$ cat src/hw/rtl/sparse_int8_row_dot_product_macros.svh
// Assertion macros for the sparse int8 row dot product block.
// Used by the top level only; no other dependencies.
`ifndef SPARSE_INT8_ROW_DOT_PRODUCT_MACROS_SVH
`define SPARSE_INT8_ROW_DOT_PRODUCT_MACROS_SVH

// Same-cycle implication, disabled in reset.
`define SRDP_ASSERT_IMP(lbl, clk, rstn, ante, cons, msg) \
    lbl: assert property (@(posedge clk) disable iff (!rstn) (ante) |-> (cons)) \
        else $error(msg);

// Next-cycle implication, disabled in reset.
`define SRDP_ASSERT_NXT(lbl, clk, rstn, ante, cons, msg) \
    lbl: assert property (@(posedge clk) disable iff (!rstn) (ante) |=> (cons)) \
        else $error(msg);

`endif

$ cat src/hw/rtl/srdp_pkg.sv
// Package for the sparse int8 row dot product block.
// Function codes, shared constants and controller/datapath structs.
`timescale 1ns / 1ps

package srdp_pkg;

    localparam int ROW_DEPTH_DEFAULT = 4096;
    localparam int GROUP_SIZE        = 16;
    localparam int GROUP_POS_W       = $clog2(GROUP_SIZE);
    localparam int ROW_ADDR_W        = 12;
    localparam int GATHER_ADDR_W     = 18;

    typedef enum logic [1:0] {
        FUNC_WRITE  = 2'd0,
        FUNC_SPARSE = 2'd1,
        FUNC_FINISH = 2'd2,
        FUNC_NOP    = 2'd3
    } t_func;

    typedef struct packed {
        logic row_write;
        logic capture;
        logic gather;
        logic mac;
        logic emit;
    } t_dp_cmd;

    typedef struct packed {
        logic last;
    } t_dp_status;

endpackage

$ cat src/hw/rtl/srdp_ctrl.sv
// Controller: sequences capture, gather, MAC and result emission.
// Depends on srdp_pkg; commands srdp_datapath.
`timescale 1ns / 1ps

module srdp_ctrl (
    input  logic                  i_clk,
    input  logic                  i_rst_n,
    input  logic                  i_in_valid,
    output logic                  o_in_ready,
    input  logic [1:0]            i_func,
    output logic                  o_out_valid,
    input  logic                  i_out_ready,
    output srdp_pkg::t_dp_cmd     o_cmd,
    input  srdp_pkg::t_dp_status  i_status
);
    import srdp_pkg::*;

    typedef enum logic [1:0] {
        ST_IDLE,
        ST_GATHER,
        ST_MAC,
        ST_EMIT
    } t_state;

    t_state r_state;
    t_state n_state;
    logic   r_out_valid;
    t_func  func;
    logic   accept;

    assign func        = t_func'(i_func);
    assign o_in_ready  = (r_state == ST_IDLE);
    assign accept      = o_in_ready && i_in_valid;
    assign o_out_valid = r_out_valid;

    always_comb begin
        o_cmd.row_write = accept && (func == FUNC_WRITE);
        o_cmd.capture   = accept && (func == FUNC_SPARSE);
        o_cmd.gather    = (r_state == ST_GATHER);
        o_cmd.mac       = (r_state == ST_MAC);
        o_cmd.emit      = (r_state == ST_EMIT) && (!r_out_valid || i_out_ready);
    end

    always_comb begin
        n_state = r_state;
        unique case (r_state)
            ST_IDLE: begin
                if (accept) begin
                    unique case (func)
                        FUNC_SPARSE: n_state = ST_GATHER;
                        FUNC_FINISH: n_state = ST_EMIT;
                        FUNC_WRITE,
                        FUNC_NOP:    n_state = ST_IDLE;
                    endcase
                end
            end
            ST_GATHER: n_state = ST_MAC;
            ST_MAC:    n_state = i_status.last ? ST_EMIT : ST_IDLE;
            ST_EMIT: begin
                if (o_cmd.emit) begin
                    n_state = ST_IDLE;
                end
            end
        endcase
    end

    always_ff @(posedge i_clk) begin
        if (!i_rst_n) begin
            r_state     <= ST_IDLE;
            r_out_valid <= 1'b0;
        end else begin
            r_state <= n_state;
            if (o_cmd.emit) begin
                r_out_valid <= 1'b1;
            end else if (i_out_ready) begin
                r_out_valid <= 1'b0;
            end
        end
    end

endmodule

$ cat config.mk
export PLATFORM = sky130hd
export DESIGN_NAME = srdp_ctrl
export DESIGN_NICKNAME = d
export VERILOG_FILES = /design/src/hw/rtl/sparse_int8_row_dot_product_macros.svh /design/src/hw/rtl/srdp_pkg.sv /design/src/hw/rtl/srdp_ctrl.sv
export SDC_FILE = /design/constraint.sdc
export NUM_CORES = 1
export LEC_CHECK = 0
export BUFFER_PORTS_ARGS = -buffer_cell sky130_fd_sc_hd__buf_2
export CAP_MARGIN = 20
export CORE_AREA = 2 2 39 41
export CTS_CLUSTER_DIAMETER = 30
export DETAILED_ROUTE_END_ITERATION = 6
export DIE_AREA = 0 0 41 43
export GPL_ROUTABILITY_DRIVEN = 1
export SLEW_MARGIN = 0
export SYNTH_ARGS = -nofsm -noshare
export SYNTH_HDL_FRONTEND = slang
export SYNTH_SLANG_ARGS = --single-unit
$ cat constraint.sdc
create_clock -name i_clk -period 1.2 [get_ports i_clk]
set_input_delay 0.06 -clock i_clk [delete_from_list [all_inputs] [get_ports i_clk]]
set_output_delay 0.06 -clock i_clk [all_outputs]
set_load 0.02 [all_outputs]
# Word-level counts from Yosys, hierarchy flattened
# Cells that the tools add are included.
[word_totals]
in_bits = 7
out_inout_bits = 7
elab_cells = 28
regBits = 3
[op_classes]
muxes = 7
n_reduce_logical = 11
n_eq_ne = 8
[op_table]
columns = ["cell", "n"]
rows = [
  ["$eq A2 B2 Y1 const B", 4],
  ["$pmux W2 S4", 1],
  ["$mux W2", 3],
  ["$pmux W2 S3", 1],
  ["$eq A2 B1 Y1 const B", 2],
  ["$logic_and A1 B1 Y1", 4],
  ["$logic_not A2 Y1", 2],
  ["$mux W1", 2],
  ["$ne A2 B1 Y1 const B", 1],
  ["$ne A2 B2 Y1 const B", 1],
  ["$reduce_and A2 Y1", 1],
  ["$reduce_bool A2 Y1", 1],
  ["$reduce_or A2 Y1", 1],
  ["$logic_not A1 Y1", 1],
  ["$logic_or A1 B1 Y1", 1],
]

# Logic depth before layout (Yosys ltp)
# Gate-level depths: netlist of the first run.
[depth]
depth_word = 5
depth_mapped = 4
depth_no_buf = 4

# Worst setup path before layout of the first run
# Ideal clock, no wire load.
[synth_timing]
kind = "register to output"
from = "register r_state[0]"
to = "output o_cmd[3] (netlist name)"
path_stages_with_launch = 3
slack_ns = 0.111
required_ns = 1.140
n_path_buf = 0
t_arrival_ns = 1.029
cell_sequence = "dfxtp_1 -> nor2_1 -> and3_1"
[synth_rtl]
columns = ["item", "line", "text"]
rows = [
  ["start: declaration", "srdp_ctrl.sv:25", "t_state r_state;"],
  ["start signal: assignment", "srdp_ctrl.sv:72", "r_state <= n_state;"],
  ["end: declaration", "srdp_ctrl.sv:13", "output srdp_pkg::t_dp_cmd o_cmd,"],
]

==> impl_metrics.tcl, run 1 <==
set metrics [dict create \
    status "finished, final reports clean" \
    timing.final.crit_share_pct 93.84 \
    synth_top_area_share_pct 29.09 \
    place_inst 54 \
    antenna_cells 0 \
    synth_top_cell_by_area "dfxtp_1" \
    antenna_left 0 \
    drt_iter0_drc 1 \
    slew_headroom_pct 81.33 \
    reg2reg_slack_ns 0.27 \
    vias 215 \
    pin_count 14 \
    cts.sinks 3 \
    gp_congestion 0.6399 \
    endpoint_kind "primary output" \
    leakage_nw 0.1768 \
    synthCells 25 \
    rr_endpoint "r_state[1]" \
    initial_utilization_pct 14.92 \
    clk_path_buf_depth 2 \
    crit_end "o_cmd[4]" \
    cts_buffers 3 \
    htreeDepth 1 \
    fillers 164 \
    ir_drop_mv 0.2026 \
    hp-class "in2reg" \
    drive_above_1_share_pct 45.24 \
    yosysUniqueCellTypes 14 \
    reg2reg_from "r_state[1]" \
    drt_pass1_iterations 3 \
    ys_seq_elements 3 \
    antenna_found_initial 0 \
    dp_hpwl_um 416.5 \
    rows 14 \
    grt.overflow.total 0 \
    yosys_warnings 0 \
    cap_violations 0 \
    holdWs_ns 0.09487 \
    worstPathArrival_ns 1.07 \
    grt_max_degree 6 \
    powerDensity_nw_per_um2 1186 \
    core_region_area_um2 1384 \
    period_minus_slack_ns 1.126 \
    path_clk_slew_ns 0.03 \
    hold_start "i_status" \
    yosysSeqAreaShare_pct 29.09 \
    die_y_um 43 \
    drc 0 \
    synth_area_leaders "dfxtp_1 (29%), ha_1 (18%), nor2b_1 (9.1%)" \
    die_w_um 41 \
    clkLatencyLatePin_ns 0.23 \
    worst_slew_pin_slew_ns 0.2783 \
    avgSynthCellArea_um2 8.258 \
    cts_setup_buffers 0 \
    synth_fp_nets 35 \
    worstPathMaxFanout 5 \
    reg2reg_depth 2 \
    nets 53 \
    fmax_ghz 0.8880 \
    critPathRequiredTime_ns 1.14 \
    netlist_area_um2 206.4 \
    via_per_inst 3.707 \
    tritoncts "done" \
    final_cells 58 \
    fin_skew_ns 0.003266 \
    finalSetupViolations 0 \
    grt_pass1_vias 201 \
    routed_wirelength_um 462 \
    slew_violations 0 \
    cts-resized-gates 0 \
    fp.dieArea_um2 1763 \
    root_buffer "clkbuf_4" \
    utilization_pct 23.24 \
    path_class "reg2out" \
    startpoint_type "flop" \
    port_buffers 13 \
    startpoint "r_state[0]" \
    rsz0062_at_grt "true" \
    postCtsHoldBufs 0 \
    hold_violations 0 \
    grt_util_all_layers_pct 6.419 \
    grt_pass1_wl_um 724 \
    routedWlPerCell_um 7.966 \
    syn2layout_area_growth_pct 55.76 \
]
-- layout make-up --
class	count	area, µm²	area share (%)
Clock buffer	4	26.28	8.171
Inverter	4	15.01	4.669
Multi-Input combinational cell	18	133.9	41.63
Sequential cell	3	61.31	19.07
Tap cell	16	20.02	6.226
Timing Repair Buffer	13	65.06	20.23
-- per-stage QoR --
stage | setup TNS (ns) | area [µm²] | total power [W] | setup slack (ns)
CTS | 0 | 317.8 | 0.0003899 | 0.03009
detailed placement | 0 | 291.5 | 0.0002110 | 0.2590
floorplan | 0 | 206.4 | 0.0001754 | 0.1113
global placement | 0 | 291.5 | 0.0002093 | 0.2695
global route | -0.08409 | 321.6 | 0.0004240 | -0.04171
finish | 0 | 321.6 | 0.0003813 | 0.07391
-- worst max-delay path, stage by stage, from the launching register on --
cell	delay, ns
dfxtp_1	0.33
nor2_1	0.19
and3_1	0.17
buf_2	0.15
-- layout by cell type (no fill, tap or decap) --
master / Yosys / layout
a21oi_1: 1 / 1
nor2b_1: 3 / 2
or2_0: 1 / 1
a2111oi_2: 1 / 1
buf_2: 0 / 13
clkbuf_4: 0 / 3
ha_1: 3 / 3
nand3_1: 1 / 1
nand2_1: 2 / 2
inv_1: 4 / 4
dfxtp_1: 3 / 2
nor2_1: 1 / 1
a211oi_1: 1 / 1
nand2b_1: 1 / 1
clkbuf_1: 0 / 1
nor2b_2: 0 / 1
dfxtp_2: 0 / 1
and3_1: 2 / 2
a31oi_1: 1 / 1
-- how the worst min path moves through the flow --
| stage | end | slack (ns) | cells after the start |
|---|---|---|---|
| 6_report | r_state[1] | 0.09 | 3 |
| 2_1_floorplan | r_state[0] | 0.21 | 2 |
| 4_1_cts | r_state[1] | 0.10 | 3 |
| 3_3_place_gp | r_state[1] | 0.34 | 3 |
| 3_5_place_dp | r_state[1] | 0.34 | 3 |
| 5_1_grt | r_state[0] | 0.1 | 3 |
-- cell families after synthesis --
| family | Yosys count | share of synthesized area, % |
|---|---|---|
| flops | 3 | 29.09 |
| buf+inv | 4 | 7.271 |
| fa+ha+maj | 3 | 18.18 |
| compound gates | 4 | 16.36 |
| simple gates | 11 | 29.09 |
-- sequential cells by signal, summed over array words and instances, names as in the netlist --
register     cells
r_state          2
o_out_valid      1
-- power by group --
part	internal (W)	switching (W)	total, W
clock network	0.000124	0.0000481	0.000172
registers	0.000109	0.00000753	0.000116
logic	0.0000374	0.0000551	0.0000925
-- Yosys cell counts --
cell	instances
nor2_1	1
or2_0	1
nand3_1	1
and3_1	2
a2111oi_2	1
nor2b_1	3
inv_1	4
nand2_1	2
a211oi_1	1
a31oi_1	1
dfxtp_1	3
a21oi_1	1
ha_1	3
nand2b_1	1
-- layer usage --
layer	vias to the layer above	track usage, %	share of wire, %	wire, µm
met5	-	0	0	0
met4	0	6.000	1.7	8
met3	2	3.141	5.2	24
met2	6	9.063	58	266
met1	90	6.410	35	162
li1	117	-	-	-
(Power assumes the default switching activity.)
==> inputs of run 2 (changes only) <==
--- a/config.mk
+++ b/config.mk
@@ -5,8 +5,8 @@
 export SDC_FILE = /design/constraint.sdc
 export NUM_CORES = 1
 export LEC_CHECK = 0
+export ABC_AREA = 1
 export BUFFER_PORTS_ARGS = -buffer_cell sky130_fd_sc_hd__buf_2
-export CAP_MARGIN = 20
 export CORE_AREA = 2 2 39 41
 export CTS_CLUSTER_DIAMETER = 30
 export DETAILED_ROUTE_END_ITERATION = 6
==> run 2 against run 1 <==
  * Final cell count is 19% higher
  * Routed wire length is 8.2% higher
  * Non-clock buffer count did not move
  * Sequential share of layout area down 1.9 points
  * Via count grew 20%
  * Critical path type unchanged
  * Critical endpoint is now o_cmd[0]
  * Largest power group unchanged
  * Highest routed layer is now met3
==> impl_metrics.tcl, run 2 <==
set metrics [dict create \
    grt_util_all_layers_pct 6.827 \
    endpoint_kind "primary output" \
    reg2reg_depth 4 \
    ir_drop_mv 0.4810 \
    hold_start "i_rst_n" \
    syn2layout_area_growth_pct 48.96 \
    grt_max_degree 6 \
    startpoint_type "flop" \
    hold_violations 0 \
    worst_slew_pin_slew_ns 0.1941 \
    multi_input_area_um2 146.4 \
    startpoint "r_state[0]" \
    fmax_ghz 0.8756 \
    vias 257 \
    layout_commonest_cell "buf_2" \
    tritoncts "done" \
    fp.dieArea_um2 1763 \
    drt_iter0_drc 1 \
    rr_endpoint "r_state[1]" \
    cts_buffers 3 \
    drt_pass1_iterations 2 \
    synth_top_cell_by_area "dfxtp_1" \
    via_per_inst 3.725 \
    yosysSeqAreaShare_pct 25.00 \
    hp-class "in2reg" \
    min_to "r_state[0]" \
    yosys_warnings 0 \
    place_inst 65 \
    grt_pass1_vias 226 \
    largest_reg_flops 2 \
    clk_path_buf_depth 2 \
    synth_area_leaders "dfxtp_1 (25%), ha_1 (16%), inv_1 (11%)" \
    synthCells 36 \
    grt_pass1_wl_um 765 \
    cts.sinks 3 \
    pin_count 14 \
    setup-tns-final_ns 0 \
    leakage_nw 0.2010 \
    antenna_found_initial 0 \
    drive_above_1_share_pct 45.28 \
    nets 64 \
    fillers 166 \
    htreeDepth 1 \
    avgSynthCellArea_um2 6.673 \
    postCtsHoldBufs 0 \
    regMostFlops "r_state" \
    synth-edff-count 0 \
    ys_seq_elements 3 \
    die_y_um 43 \
    routed_wirelength_um 500 \
    fin_skew_ns 0.001807 \
    antenna_left 0 \
    finalSetupViolations 0 \
    grt.overflow.total 0 \
    die_w_um 41 \
    dp_hpwl_um 427.6 \
    antenna_cells 0 \
    seqCellArea_um2 61.31 \
    pre_cts_slack_ns 0.2878 \
    status "finished, final reports clean" \
    clkLatencyLatePin_ns 0.23 \
    netlist_area_um2 240.2 \
    yosys_most_used_dff "dfxtp_1" \
    cts_setup_buffers 0 \
    rsz0062_at_grt "false" \
    synth_top_area_share_pct 25.00 \
    cap_violations 0 \
    layout_common_cells "buf_2 (11), inv_1 (7), nand2_1 (7)" \
    root_buffer "clkbuf_4" \
    yosysUniqueCellTypes 12 \
    drc 0 \
    routedWlPerCell_um 7.246 \
    core_region_area_um2 1384 \
    reg2reg_from "o_out_valid" \
    slew_headroom_pct 87.05 \
    final_cells 69 \
    whs_path_depth 3 \
    setup_slack_ns 0.05787 \
    powerDensity_nw_per_um2 1094 \
    synth_fp_nets 46 \
    port_buffers 13 \
    timing.final.crit_share_pct 95.18 \
    ys_top_cells_by_count "inv_1 (7), nand2_1 (7), nor2_1 (5)" \
    period_minus_slack_ns 1.142 \
    slew_violations 0 \
    rows 14 \
    gp_congestion 0.8069 \
    worstPathMaxFanout 5 \
    initial_utilization_pct 17.36 \
    path_clk_slew_ns 0.04 \
    reg2reg_slack_ns 0.29 \
    critPathRequiredTime_ns 1.14 \
    path_class "reg2out" \
    ys_async_sr_fraction_pct 0 \
    worstPathArrival_ns 1.08 \
]
run 2: stage by stage:
stage               total power [W]  utilization [%]  instance area, µm²  hold WS, ns
floorplan                 0.0001831                -               240.2       0.2294
global placement          0.0002159            23.51               325.3       0.3395
detailed placement        0.0002168            23.51               325.3       0.3408
CTS                       0.0004007            25.41               351.6      0.09561
global route              0.0004245            25.86               357.8       0.1280
finish                    0.0003916            25.86               357.8      0.09965
run 2: layer usage:
metal | track usage [%] | share of wire [%] | up-vias
met5 | 0 | 0 | -
met4 | 4.000 | 0 | 0
met3 | 4.712 | 5.8 | 0
met2 | 9.375 | 52 | 7
met1 | 7.395 | 42 | 109
li1 | - | - | 141
run 2: worst max-delay path, cell delays in order, from the launching register on:
cell and delay (ns):
dfxtp_1 0.40, inv_2 0.08, nor3_4 0.18, buf_2 0.18
run 2: power breakdown:
part	internal (W)	switching (W)
registers	0.000107	0.00000863
clock network	0.000125	0.0000511
logic	0.0000382	0.0000619
run 2: how the worst max path moves through the flow:
stage | slack (ns) | cells past startpoint | end
2_1_floorplan | 0.12 | 3 | o_cmd[3]
3_3_place_gp | 0.30 | 3 | o_cmd[0]
3_5_place_dp | 0.29 | 4 | o_cmd[3]
4_1_cts | 0.04 | 4 | o_cmd[3]
5_1_grt | 0.0009 | 4 | o_cmd[4]
6_report | 0.06 | 3 | o_cmd[0]
run 2: repair_timing:
action	in CTS	in global routing
resized for setup	0	3
setup endpoints to repair	0	2
endpoints found under the hold margin	0	0
run 2: area by class of cell:
class | count | share of cell area [%]
clock buffer | 4 | 7.343
timing repair buffer | 13 | 19.58
tap | 16 | 5.594
inverter | 9 | 9.441
multi-input combinational | 24 | 40.91
sequential | 3 | 17.13
run 2: kinds of logic after synthesis:
logic type	after synthesis	synth area share, %
flops	3	25.00
fa+ha+maj	3	15.63
compound gates	3	7.809
buf+inv	9	14.07
simple gates	18	37.51
